===== config.mk =====
export PLATFORM = sky130hd
export DESIGN_NAME = chol_iter
export DESIGN_NICKNAME = d
export VERILOG_FILES = /design/src/chol_pkg.sv /design/src/chol_iter.sv
export VERILOG_INCLUDE_DIRS = /design/src /design/src/src
export SDC_FILE = /design/constraint.sdc
export NUM_CORES = 1
export LEC_CHECK = 0
export BUFFER_PORTS_ARGS = -buffer_cell sky130_fd_sc_hd__buf_2
export CORE_MARGIN = 5
export CORE_UTILIZATION = 34
export CTS_CLUSTER_DIAMETER = 150
export DETAILED_ROUTE_END_ITERATION = 16
export GPL_TIMING_DRIVEN = 0
export SYNTH_ARGS = -nofsm -noshare
export SYNTH_HDL_FRONTEND = slang
export SYNTH_SLANG_ARGS = --single-unit

===== constraint.sdc =====
create_clock -name clock -period 8.35 [get_ports clock]
set_input_delay 1.67 -clock clock [delete_from_list [all_inputs] [get_ports clock]]
set_output_delay 1.67 -clock clock [all_outputs]
set_load 0.02 [all_outputs]

===== src/assert_macros.svh =====
// Assertion macros shared by the RTL files of the Cholesky factorization unit.
// Depends on nothing; included by files that carry concurrent assertions.
`ifndef ASSERT_MACROS_SVH
`define ASSERT_MACROS_SVH

// Implication checked at every rising clock edge outside reset.
`define ASSERT_IMP(label, clk, rst, ante, cons) \
   label: assert property (@(posedge clk) disable iff (rst) (ante) |-> (cons)) \
      else $error("assertion failed");

// Next-cycle implication checked outside reset.
`define ASSERT_NEXT(label, clk, rst, ante, cons) \
   label: assert property (@(posedge clk) disable iff (rst) (ante) |=> (cons)) \
      else $error("assertion failed");

`endif


===== src/chol_pkg.sv =====
// Package for the Cholesky factorization unit: widths, defaults and helpers.
// Depends on nothing; imported by every module of the block.
`default_nettype none
package chol_pkg;
   localparam int MaxOrderDefault = 16;
   localparam int FracBitsDefault = 16;
   localparam int DataWidth = 32;
   localparam int AccWidth = 64;
   localparam int IndexWidth = 4;
   localparam int OrderWidth = 5;
   localparam logic [OrderWidth-1:0] OrderReset = 5'd4;

   localparam logic [1:0] OP_SQRT = 2'd0;
   localparam logic [1:0] OP_DIV = 2'd1;

   typedef struct packed {
      logic       start;
      logic [1:0] op;
   } iter_ctl_type;

   typedef struct packed {
      logic                 done;
      logic [DataWidth-1:0] value;
      logic                 flag;
   } iter_sts_type;
endpackage
`default_nettype wire


===== src/chol_iter.sv =====
// Shared iterative unit of the Cholesky unit: one bit a cycle of a square root or a division.
// Depends on chol_pkg; used by cholesky_factorization_unit.
`default_nettype none
`include "assert_macros.svh"
module chol_iter
   import chol_pkg::*;
(
   input  wire logic                       clock,
   input  wire logic                       reset,
   input  wire iter_ctl_type               ctl,
   input  wire logic signed [AccWidth-1:0] diff,
   input  wire logic signed [DataWidth-1:0] divisor,
   output      iter_sts_type               sts
);
   localparam int CntWidth = 7;
   localparam logic [CntWidth-1:0] DivSteps = 7'd64;
   localparam logic [CntWidth-1:0] SqrtSteps = 7'd32;

   logic                busy_ff, busy_in;
   logic [1:0]          op_ff, op_in;
   logic [CntWidth-1:0] cnt_ff, cnt_in;
   logic [AccWidth-1:0] num_ff, num_in;
   logic [AccWidth:0]   rem_ff, rem_in;
   logic [AccWidth-1:0] quo_ff, quo_in;
   logic [DataWidth-1:0] den_ff, den_in;
   logic                neg_ff, neg_in;
   logic                flag_ff, flag_in;
   logic                done_ff, done_in;
   logic [DataWidth-1:0] val_ff, val_in;

   logic [AccWidth:0]   trial;
   logic [AccWidth+1:0] rem_sh;
   logic [AccWidth-1:0] mag;
   logic [DataWidth-1:0] dmag;

   always_comb begin
      busy_in = busy_ff;
      op_in = op_ff;
      cnt_in = cnt_ff;
      num_in = num_ff;
      rem_in = rem_ff;
      quo_in = quo_ff;
      den_in = den_ff;
      neg_in = neg_ff;
      flag_in = flag_ff;
      done_in = 1'b0;
      val_in = val_ff;
      trial = '0;
      rem_sh = '0;
      mag = diff[AccWidth-1] ? AccWidth'(-diff) : AccWidth'(diff);
      dmag = divisor[DataWidth-1] ? DataWidth'(-divisor) : DataWidth'(divisor);
      if (ctl.start) begin
         op_in = ctl.op;
         num_in = mag;
         rem_in = '0;
         quo_in = '0;
         den_in = dmag;
         neg_in = diff[AccWidth-1] ^ divisor[DataWidth-1];
         flag_in = 1'b0;
         if (ctl.op == OP_SQRT) begin
            cnt_in = SqrtSteps;
            if (diff[AccWidth-1]) begin
               flag_in = 1'b1;
               cnt_in = '0;
            end
         end else begin
            cnt_in = DivSteps;
            if (divisor == '0) begin
               flag_in = 1'b1;
               cnt_in = '0;
            end
         end
         busy_in = 1'b1;
      end else if (busy_ff) begin
         if (cnt_ff == '0) begin
            busy_in = 1'b0;
            done_in = 1'b1;
            if (flag_ff) begin
               val_in = '0;
            end else if (op_ff == OP_SQRT) begin
               val_in = (quo_ff > AccWidth'(32'h7FFF_FFFF)) ? 32'h7FFF_FFFF
                        : quo_ff[DataWidth-1:0];
            end else if (neg_ff) begin
               val_in = (quo_ff >= AccWidth'(32'h8000_0000)) ? 32'h8000_0000
                        : DataWidth'(-quo_ff[DataWidth-1:0]);
            end else begin
               val_in = (quo_ff > AccWidth'(32'h7FFF_FFFF)) ? 32'h7FFF_FFFF
                        : quo_ff[DataWidth-1:0];
            end
         end else begin
            cnt_in = cnt_ff - 1'b1;
            if (op_ff == OP_SQRT) begin
               rem_sh = {rem_ff[AccWidth-1:0], num_ff[AccWidth-1 -: 2]};
               trial = {quo_ff[AccWidth-2:0], 2'b01};
               num_in = {num_ff[AccWidth-3:0], 2'b00};
               if (rem_sh[AccWidth:0] >= trial && rem_sh[AccWidth+1] == 1'b0) begin
                  rem_in = rem_sh[AccWidth:0] - trial;
                  quo_in = {quo_ff[AccWidth-2:0], 1'b1};
               end else begin
                  rem_in = rem_sh[AccWidth:0];
                  quo_in = {quo_ff[AccWidth-2:0], 1'b0};
               end
            end else begin
               rem_sh = {rem_ff, num_ff[AccWidth-1]};
               num_in = {num_ff[AccWidth-2:0], 1'b0};
               if (rem_sh >= (AccWidth+2)'(den_ff)) begin
                  rem_in = rem_sh[AccWidth:0] - (AccWidth+1)'(den_ff);
                  quo_in = {quo_ff[AccWidth-2:0], 1'b1};
               end else begin
                  rem_in = rem_sh[AccWidth:0];
                  quo_in = {quo_ff[AccWidth-2:0], 1'b0};
               end
            end
         end
      end
   end

   always_ff @(posedge clock) begin
      if (reset) begin
         busy_ff <= 1'b0;
         done_ff <= 1'b0;
         cnt_ff <= '0;
      end else begin
         busy_ff <= busy_in;
         done_ff <= done_in;
         cnt_ff <= cnt_in;
      end
      op_ff <= op_in;
      num_ff <= num_in;
      rem_ff <= rem_in;
      quo_ff <= quo_in;
      den_ff <= den_in;
      neg_ff <= neg_in;
      flag_ff <= flag_in;
      val_ff <= val_in;
   end

   assign sts = '{done: done_ff, value: val_ff, flag: flag_ff};

   `ASSERT_NEXT(a_done_after_busy, clock, reset, done_ff, !busy_ff)
   `ASSERT_IMP(a_cnt_bound, clock, reset, busy_ff, cnt_ff <= DivSteps)
   `ASSERT_NEXT(a_start_busy, clock, reset, ctl.start, busy_ff)
endmodule
`default_nettype wire


==> results of run 1 <==
==> cells in the final DEF, fill, tap and decap left out, drive strengths merged, types with 36 or more instances in the layout <==
cell type  Yosys  layout
ha           102     102
dfxtp        138     138
nand2        410     410
nor3          57      57
inv          139     139
a21oi        260     260
xor2          41      41
o21ai        223     223
nor2         160     160
mux2i         90      90
a31oi         36      36
nand4         40      40
clkbuf       135     186
buf           27     161
or3           40      40
o31ai         46      46
edfxtp       132     132
a211oi        40      40
xnor2        149     149
nand3         54      54
==> registers in the layout, summed over array words and instances (netlist names) <==
register	cells
busy_ff	1
cnt_ff	7
val_ff	32
den_ff	32
rem_ff	65
num_ff	64
op_ff	2
done_ff	1
flag_ff	1
neg_ff	1
quo_ff	64
==> logic make-up after synthesis <==
logic type / count (synthesis) / share of synthesized area
muxes: 96 / 0.0448
xor gates and xnor gates: 190 / 0.0769
DFF: 270 / 0.311
adders and majority gates: 103 / 0.0599
and+or+nand+nor: 943 / 0.208
AOI/OAI and AO/OA: 848 / 0.246
buffers and inverters: 301 / 0.0530
==> worst max-delay path, stage by stage (launching register included) <==
cell      delay (ns)
dfxtp_1         0.43
ha_1            0.33
clkbuf_1        0.31
nand4_1         0.37
nor4_1          0.65
nand4_1         0.17
a21oi_1         0.19
nor4b_1         0.08
a31oi_1         0.40
clkbuf_1        0.65
buf_2           0.42
clkbuf_1        0.67
o21ai_0         0.17
a21oi_1         0.19
o31ai_1         0.09
==> area by class of cell <==
cell class / instances / area (sq um) / area share
sequential: 270 / 6730 / 0.274
buffer: 162 / 626 / 0.0255
clock inverter: 12 / 158 / 0.00642
clock buffer: 51 / 1010 / 0.0413
multi-input combinational: 2180 / 13800 / 0.561
tap: 846 / 1060 / 0.0431
timing repair buffer: 134 / 671 / 0.0273
antenna: 3 / 7.51 / 0.000306
inverter: 139 / 524 / 0.0214
==> per-stage QoR <==
step / hold slack [ns] / area, sq um
floorplan: 0.437 / 21600
global placement: 0.450 / 23400
CTS: 0.462 / 24500
detailed placement: 0.453 / 23400
finish: 0.463 / 24600
global route: 0.494 / 24500
==> layer usage <==
metal / vias to the layer above / wire length [um] / track usage
li1: 10407 / - / -
met1: 9976 / 33900 / 0.290
met2: 923 / 32300 / 0.318
met3: 196 / 6880 / 0.0430
met4: 10 / 2930 / 0.0722
met5: - / 53 / 0
==> worst max-delay path by stage <==
stage | start | to | slack, ns | depth (start not counted)
6_report | rem_ff[49] | rem_ff[36] | 3.06 | 14
5_1_grt | rem_ff[49] | rem_ff[36] | 2.90 | 14
4_1_cts | rem_ff[49] | rem_ff[36] | 3.27 | 14
3_5_place_dp | ctl[2] | num_ff[63] | 2.95 | 6
3_3_place_gp | ctl[2] | val_ff[4] | 2.08 | 6
2_1_floorplan | diff[4] | num_ff[62] | 3.44 | 10
==> power by group through the flow <==
stage / Clock (mW) / Combinational, mW / Sequential, mW
after floorplan: 0 / 3.69 / 1.66
after global placement: 0 / 5.13 / 1.74
after detailed placement: 0 / 5.11 / 1.74
after CTS: 1.59 / 5.14 / 1.71
after global routing: 1.64 / 5.69 / 1.73
final: 1.56 / 5.31 / 1.72
==> impl_metrics.env, run 1 <==
export IMPL_post_cts_buffers=0
export IMPL_synth_cell_types=86
export IMPL_syn_area_per_cell_sq_um=7.86
export IMPL_synthFlopType="dfxtp_1"
export IMPL_start_util=0.343
export IMPL_port_buffers=134
export IMPL_place_worst_setup_slack_ns=2.95
export IMPL_internal_power_mw=4.40
export IMPL_hp_start="quo_ff[63]"
export IMPL_syn_inst=2751
export IMPL_yosysMostFrequentCell="nand2_1"
export IMPL_antenna_found_initial=8
export IMPL_synthTopCellsByCount="nand2_1, a21oi_1, o21ai_0, nor2_1, xnor2_1"
export IMPL_cts_tree="done"
export IMPL_finalCoreUtilization=0.389
export IMPL_synth_top_cells_by_area="edfxtp_1, dfxtp_1, nand2_1"
export IMPL_cts_buffers=35
export IMPL_critPathRequiredTime_ns=8.76
export IMPL_seqPwrFrac=0.200
export IMPL_ys_seq_area_frac=0.311
export IMPL_critPathCaptureType="flip-flop"
export IMPL_relSlewSlack=0.329
export IMPL_rows=92
export IMPL_fin_worst_skew_ns=0.0344
export IMPL_synth_top_cell_area_share=0.183
export IMPL_synth_async_sr_flop_share=0
export IMPL_dpl_hpwl_um=59100
export IMPL_finalNonFillerCells=3797
export IMPL_clock_path_buffers=3
export IMPL_finalCritPeriodShare=0.633
export IMPL_wirelength_um=76100
export IMPL_p_sw_frac=0.488
export IMPL_setup_slack_ns=3.06
export IMPL_area_growth_pct=13.5
export IMPL_crit_type="reg2reg"
export IMPL_hold_class="reg2reg"
export IMPL_via_per_inst=5.67
export IMPL_grt_first_pass_wirelength_um=116000
export IMPL_yosys_warnings=0
export IMPL_cts_root_buffer="clkbuf_16"
export IMPL_rsz0062_at_grt="false"
export IMPL_htree_num_levels=2
export IMPL_path_clk_slew_ns=0.07
export IMPL_setup_viol=0
export IMPL_power_switching_mw=4.19
export IMPL_r2r_slack_ns=3.06
export IMPL_cts_resized_gates=0
export IMPL_reg2reg_to="rem_ff[36]"
export IMPL_startpoint_type="flip-flop"
export IMPL_grtUsageTotal=0.207
export IMPL_irDropWorstVdd_uv=202
export IMPL_powerDensity_nw_per_um2=350
export IMPL_layout_drive_gt1_share=0.0814
export IMPL_arrival_ns=5.69
export IMPL_min_to="quo_ff[63]"
export IMPL_routedWlPerCell_um=20.0
export IMPL_drtIter0Drc=1973
export IMPL_drc=0
export IMPL_die_w_um=262
export IMPL_clock_sinks=270
export IMPL_grt_max_degree=69
export IMPL_final_nets=3126
export IMPL_dieArea_sq_um=68800
export IMPL_gp_congestion=0.966
export IMPL_synth_edf_count=132
export IMPL_core_area_sq_um=63100
export IMPL_syn_nets=2955
export IMPL_tightestPinTransition_ns=1.01
export IMPL_tns_ns=0
export IMPL_synth_area_leader_cell="edfxtp_1"
export IMPL_p_total_mw=8.59
export IMPL_first_global_vias=20027
export IMPL_grt_ovfl_total=0
export IMPL_dp_cells=3731
export IMPL_drv_cap=0
export IMPL_finalHoldViolations=0
export IMPL_clock_latency_ns=0.56
export IMPL_ant_nets=0
export IMPL_p_comb_frac=0.618
export IMPL_rr_startpoint="rem_ff[49]"
export IMPL_vias=21512
export IMPL_leakagePower_nw=9.35
export IMPL_die_y_um=262
export IMPL_critPathMaxFanout=10
export IMPL_whs_path_depth=2
export IMPL_drt_pass1_iter_count=6
export IMPL_synth_seq_cells=270
export IMPL_outcome="complete, no violations"
export IMPL_clockPowerShare=0.182
export IMPL_fmax_ghz=0.189
export IMPL_nFillCells=6700
export IMPL_io_pins=135
export IMPL_reg2reg_depth=14
export IMPL_slew_violations=0
export IMPL_period_minus_slack_ns=5.29
export IMPL_syn_area_sq_um=21600
export IMPL_ctsHoldBuffers=0
No activity file was read; power rests on OpenSTA's default activity.
==> run 2, diff against run 1 <==
==> constraint.sdc (replaced) <==
create_clock -name clock -period 5.3 [get_ports clock]
set_input_delay 1.06 -clock clock [delete_from_list [all_inputs] [get_ports clock]]
set_output_delay 1.06 -clock clock [all_outputs]
set_load 0.02 [all_outputs]
==> impl_metrics.env, run 2 (synthesized netlist as in run 1, its figures left out) <==
export IMPL_outcome="complete, no violations"
export IMPL_r2r_slack_ns=0.21
export IMPL_htree_num_levels=2
export IMPL_drt_pass1_iter_count=6
export IMPL_start_util=0.343
export IMPL_fmax_ghz=0.196
export IMPL_top_register="rem_ff"
export IMPL_rr_startpoint="rem_ff[36]"
export IMPL_power_switching_mw=6.63
export IMPL_largest_register_ffs=65
export IMPL_whs_path_depth=2
export IMPL_grt_busiest_layer="met2"
export IMPL_critPathRequiredTime_ns=5.76
export IMPL_clock_path_buffers=3
export IMPL_wirelength_um=76100
export IMPL_critPathCaptureType="flip-flop"
export IMPL_slew_violations=0
export IMPL_clock_sinks=270
export IMPL_die_w_um=262
export IMPL_drtIter0Drc=2085
export IMPL_io_pins=135
export IMPL_arrival_ns=5.55
export IMPL_cts_tree="done"
export IMPL_gp_congestion=0.966
export IMPL_core_area_sq_um=63100
export IMPL_period_minus_slack_ns=5.09
export IMPL_via_per_inst=5.65
export IMPL_finalNonFillerCells=3797
export IMPL_powerDensity_nw_per_um2=553
export IMPL_drc=0
export IMPL_hp_start="quo_ff[63]"
export IMPL_place_worst_setup_slack_ns=0.232
export IMPL_hold_class="reg2reg"
export IMPL_dpl_hpwl_um=59100
export IMPL_irDropWorstVdd_uv=329
export IMPL_vias=21450
export IMPL_p_total_mw=13.6
export IMPL_leakagePower_nw=9.35
export IMPL_drv_cap=0
export IMPL_ant_nets=0
export IMPL_top_regs="rem_ff: 65 flops, num_ff: 64 flops, quo_ff: 64 flops"
export IMPL_seqPwrFrac=0.200
export IMPL_min_to="quo_ff[63]"
export IMPL_setup_slack_ns=0.210
export IMPL_port_buffers=134
export IMPL_final_nets=3126
export IMPL_area_growth_pct=13.5
export IMPL_ctsHoldBuffers=0
export IMPL_post_cts_buffers=0
export IMPL_grt_max_degree=69
export IMPL_gr_usage_met2=0.318
export IMPL_dp_cells=3731
export IMPL_reg2reg_to="rem_ff[32]"
export IMPL_relSlewSlack=0.325
export IMPL_antenna_found_initial=8
export IMPL_layout_commonest_cell="nand2_1"
export IMPL_grtUsageTotal=0.207
export IMPL_p_comb_frac=0.619
export IMPL_cts_root_buffer="clkbuf_16"
export IMPL_nFillCells=6700
export IMPL_internal_power_mw=6.95
export IMPL_grt_first_pass_wirelength_um=116000
export IMPL_clock_latency_ns=0.57
export IMPL_first_global_vias=20027
export IMPL_tightestPinTransition_ns=1.01
export IMPL_finalCoreUtilization=0.389
export IMPL_multi_input_area_sq_um=13800
export IMPL_fin_worst_skew_ns=0.0360
export IMPL_grt_util_met1=0.290
export IMPL_routedWlPerCell_um=20.0
export IMPL_startpoint_type="flip-flop"
export IMPL_holdWs_ns=0.464
export IMPL_clockPowerShare=0.182
export IMPL_met3_usage=0.0430
export IMPL_layout_drive_gt1_share=0.0821
export IMPL_cts_buffers=35
export IMPL_dieArea_sq_um=68800
export IMPL_crit_type="reg2reg"
export IMPL_final_cell_mix="nand2_1, a21oi_1, o21ai_0"
export IMPL_critPathMaxFanout=10
export IMPL_rows=92
export IMPL_finalCritPeriodShare=0.960
export IMPL_rsz0062_at_grt="false"
export IMPL_setup_viol=0
export IMPL_path_clk_slew_ns=0.07
export IMPL_finalHoldViolations=0
export IMPL_p_sw_frac=0.488
export IMPL_reg2reg_depth=13
export IMPL_grt_ovfl_total=0
export IMPL_seq_area_sq_um=6730
export IMPL_die_y_um=262
-- run 2: cell types whose count changed in the layout (fill, tap and decap cells not counted) --
cell	change
clkbuf_1	-1
clkbuf_2	+1
nor4_1	-1
nor4_2	+1
-- run 2: cell type report --
cell class / count / share of cell area
clock buffer: 51 / 0.0413
buffer: 162 / 0.0255
multi-input combinational: 2180 / 0.561
clock inverter: 12 / 0.00642
timing repair buffer: 134 / 0.0273
inverter: 139 / 0.0213
sequential: 270 / 0.274
tap: 846 / 0.0431
antenna: 3 / 0.000306
-- run 2: how the worst max path moves through the flow --
stage                from         end  slack, ns  cells past startpoint
4_1_cts        rem_ff[49]  rem_ff[36]       0.22                     14
5_1_grt        quo_ff[34]  rem_ff[36]       0.02                     14
6_report       rem_ff[36]  rem_ff[32]       0.21                     13
3_3_place_gp       ctl[2]   val_ff[4]      -0.36                      6
3_5_place_dp   rem_ff[49]  rem_ff[36]       0.23                     14
2_1_floorplan     diff[4]  num_ff[62]       1.00                     10
-- run 2: metal layers --
metal,wire (um),vias to the layer above,share of wire
met4,2800,10,0.037
met1,34100,9907,0.45
met2,32300,936,0.42
li1,-,10410,-
met3,6880,187,0.090
met5,53,-,0.00070
-- run 2: critical path: stages (launching register included) --
cell and delay [ns]:
dfxtp_1 0.60, ha_1 0.21, clkbuf_1 0.27, and3_1 0.31
nand3_1 0.20, or4_1 0.58, o32ai_1 0.30, nor4b_1 0.08
a31oi_1 0.42, clkbuf_1 0.63, buf_2 0.42, clkbuf_1 0.59
o211ai_1 0.19, a31oi_1 0.20
-- run 2: per-stage QoR --
step / setup TNS, ns / area, sq um
after global routing: 0 / 24600
after detailed placement: 0 / 23400
final: 0 / 24600
after CTS: 0 / 24500
after global placement: -18.24 / 23400
after floorplan: 0 / 21600
-- run 2: timing repair --
item                                   CTS  global route
gates resized for setup                  0             3
endpoints found under the hold margin    0             0
setup endpoints to repair                0             8
-- run 2: power groups by stage --
stage | Combinational, mW | Clock, mW | Sequential (mW)
3_3_place_gp | 8.08 | 0 | 2.74
4_1_cts | 8.10 | 2.51 | 2.69
5_1_grt | 8.98 | 2.58 | 2.73
2_1_floorplan | 5.81 | 0 | 2.61
3_5_place_dp | 8.04 | 0 | 2.74
6_report | 8.40 | 2.46 | 2.71
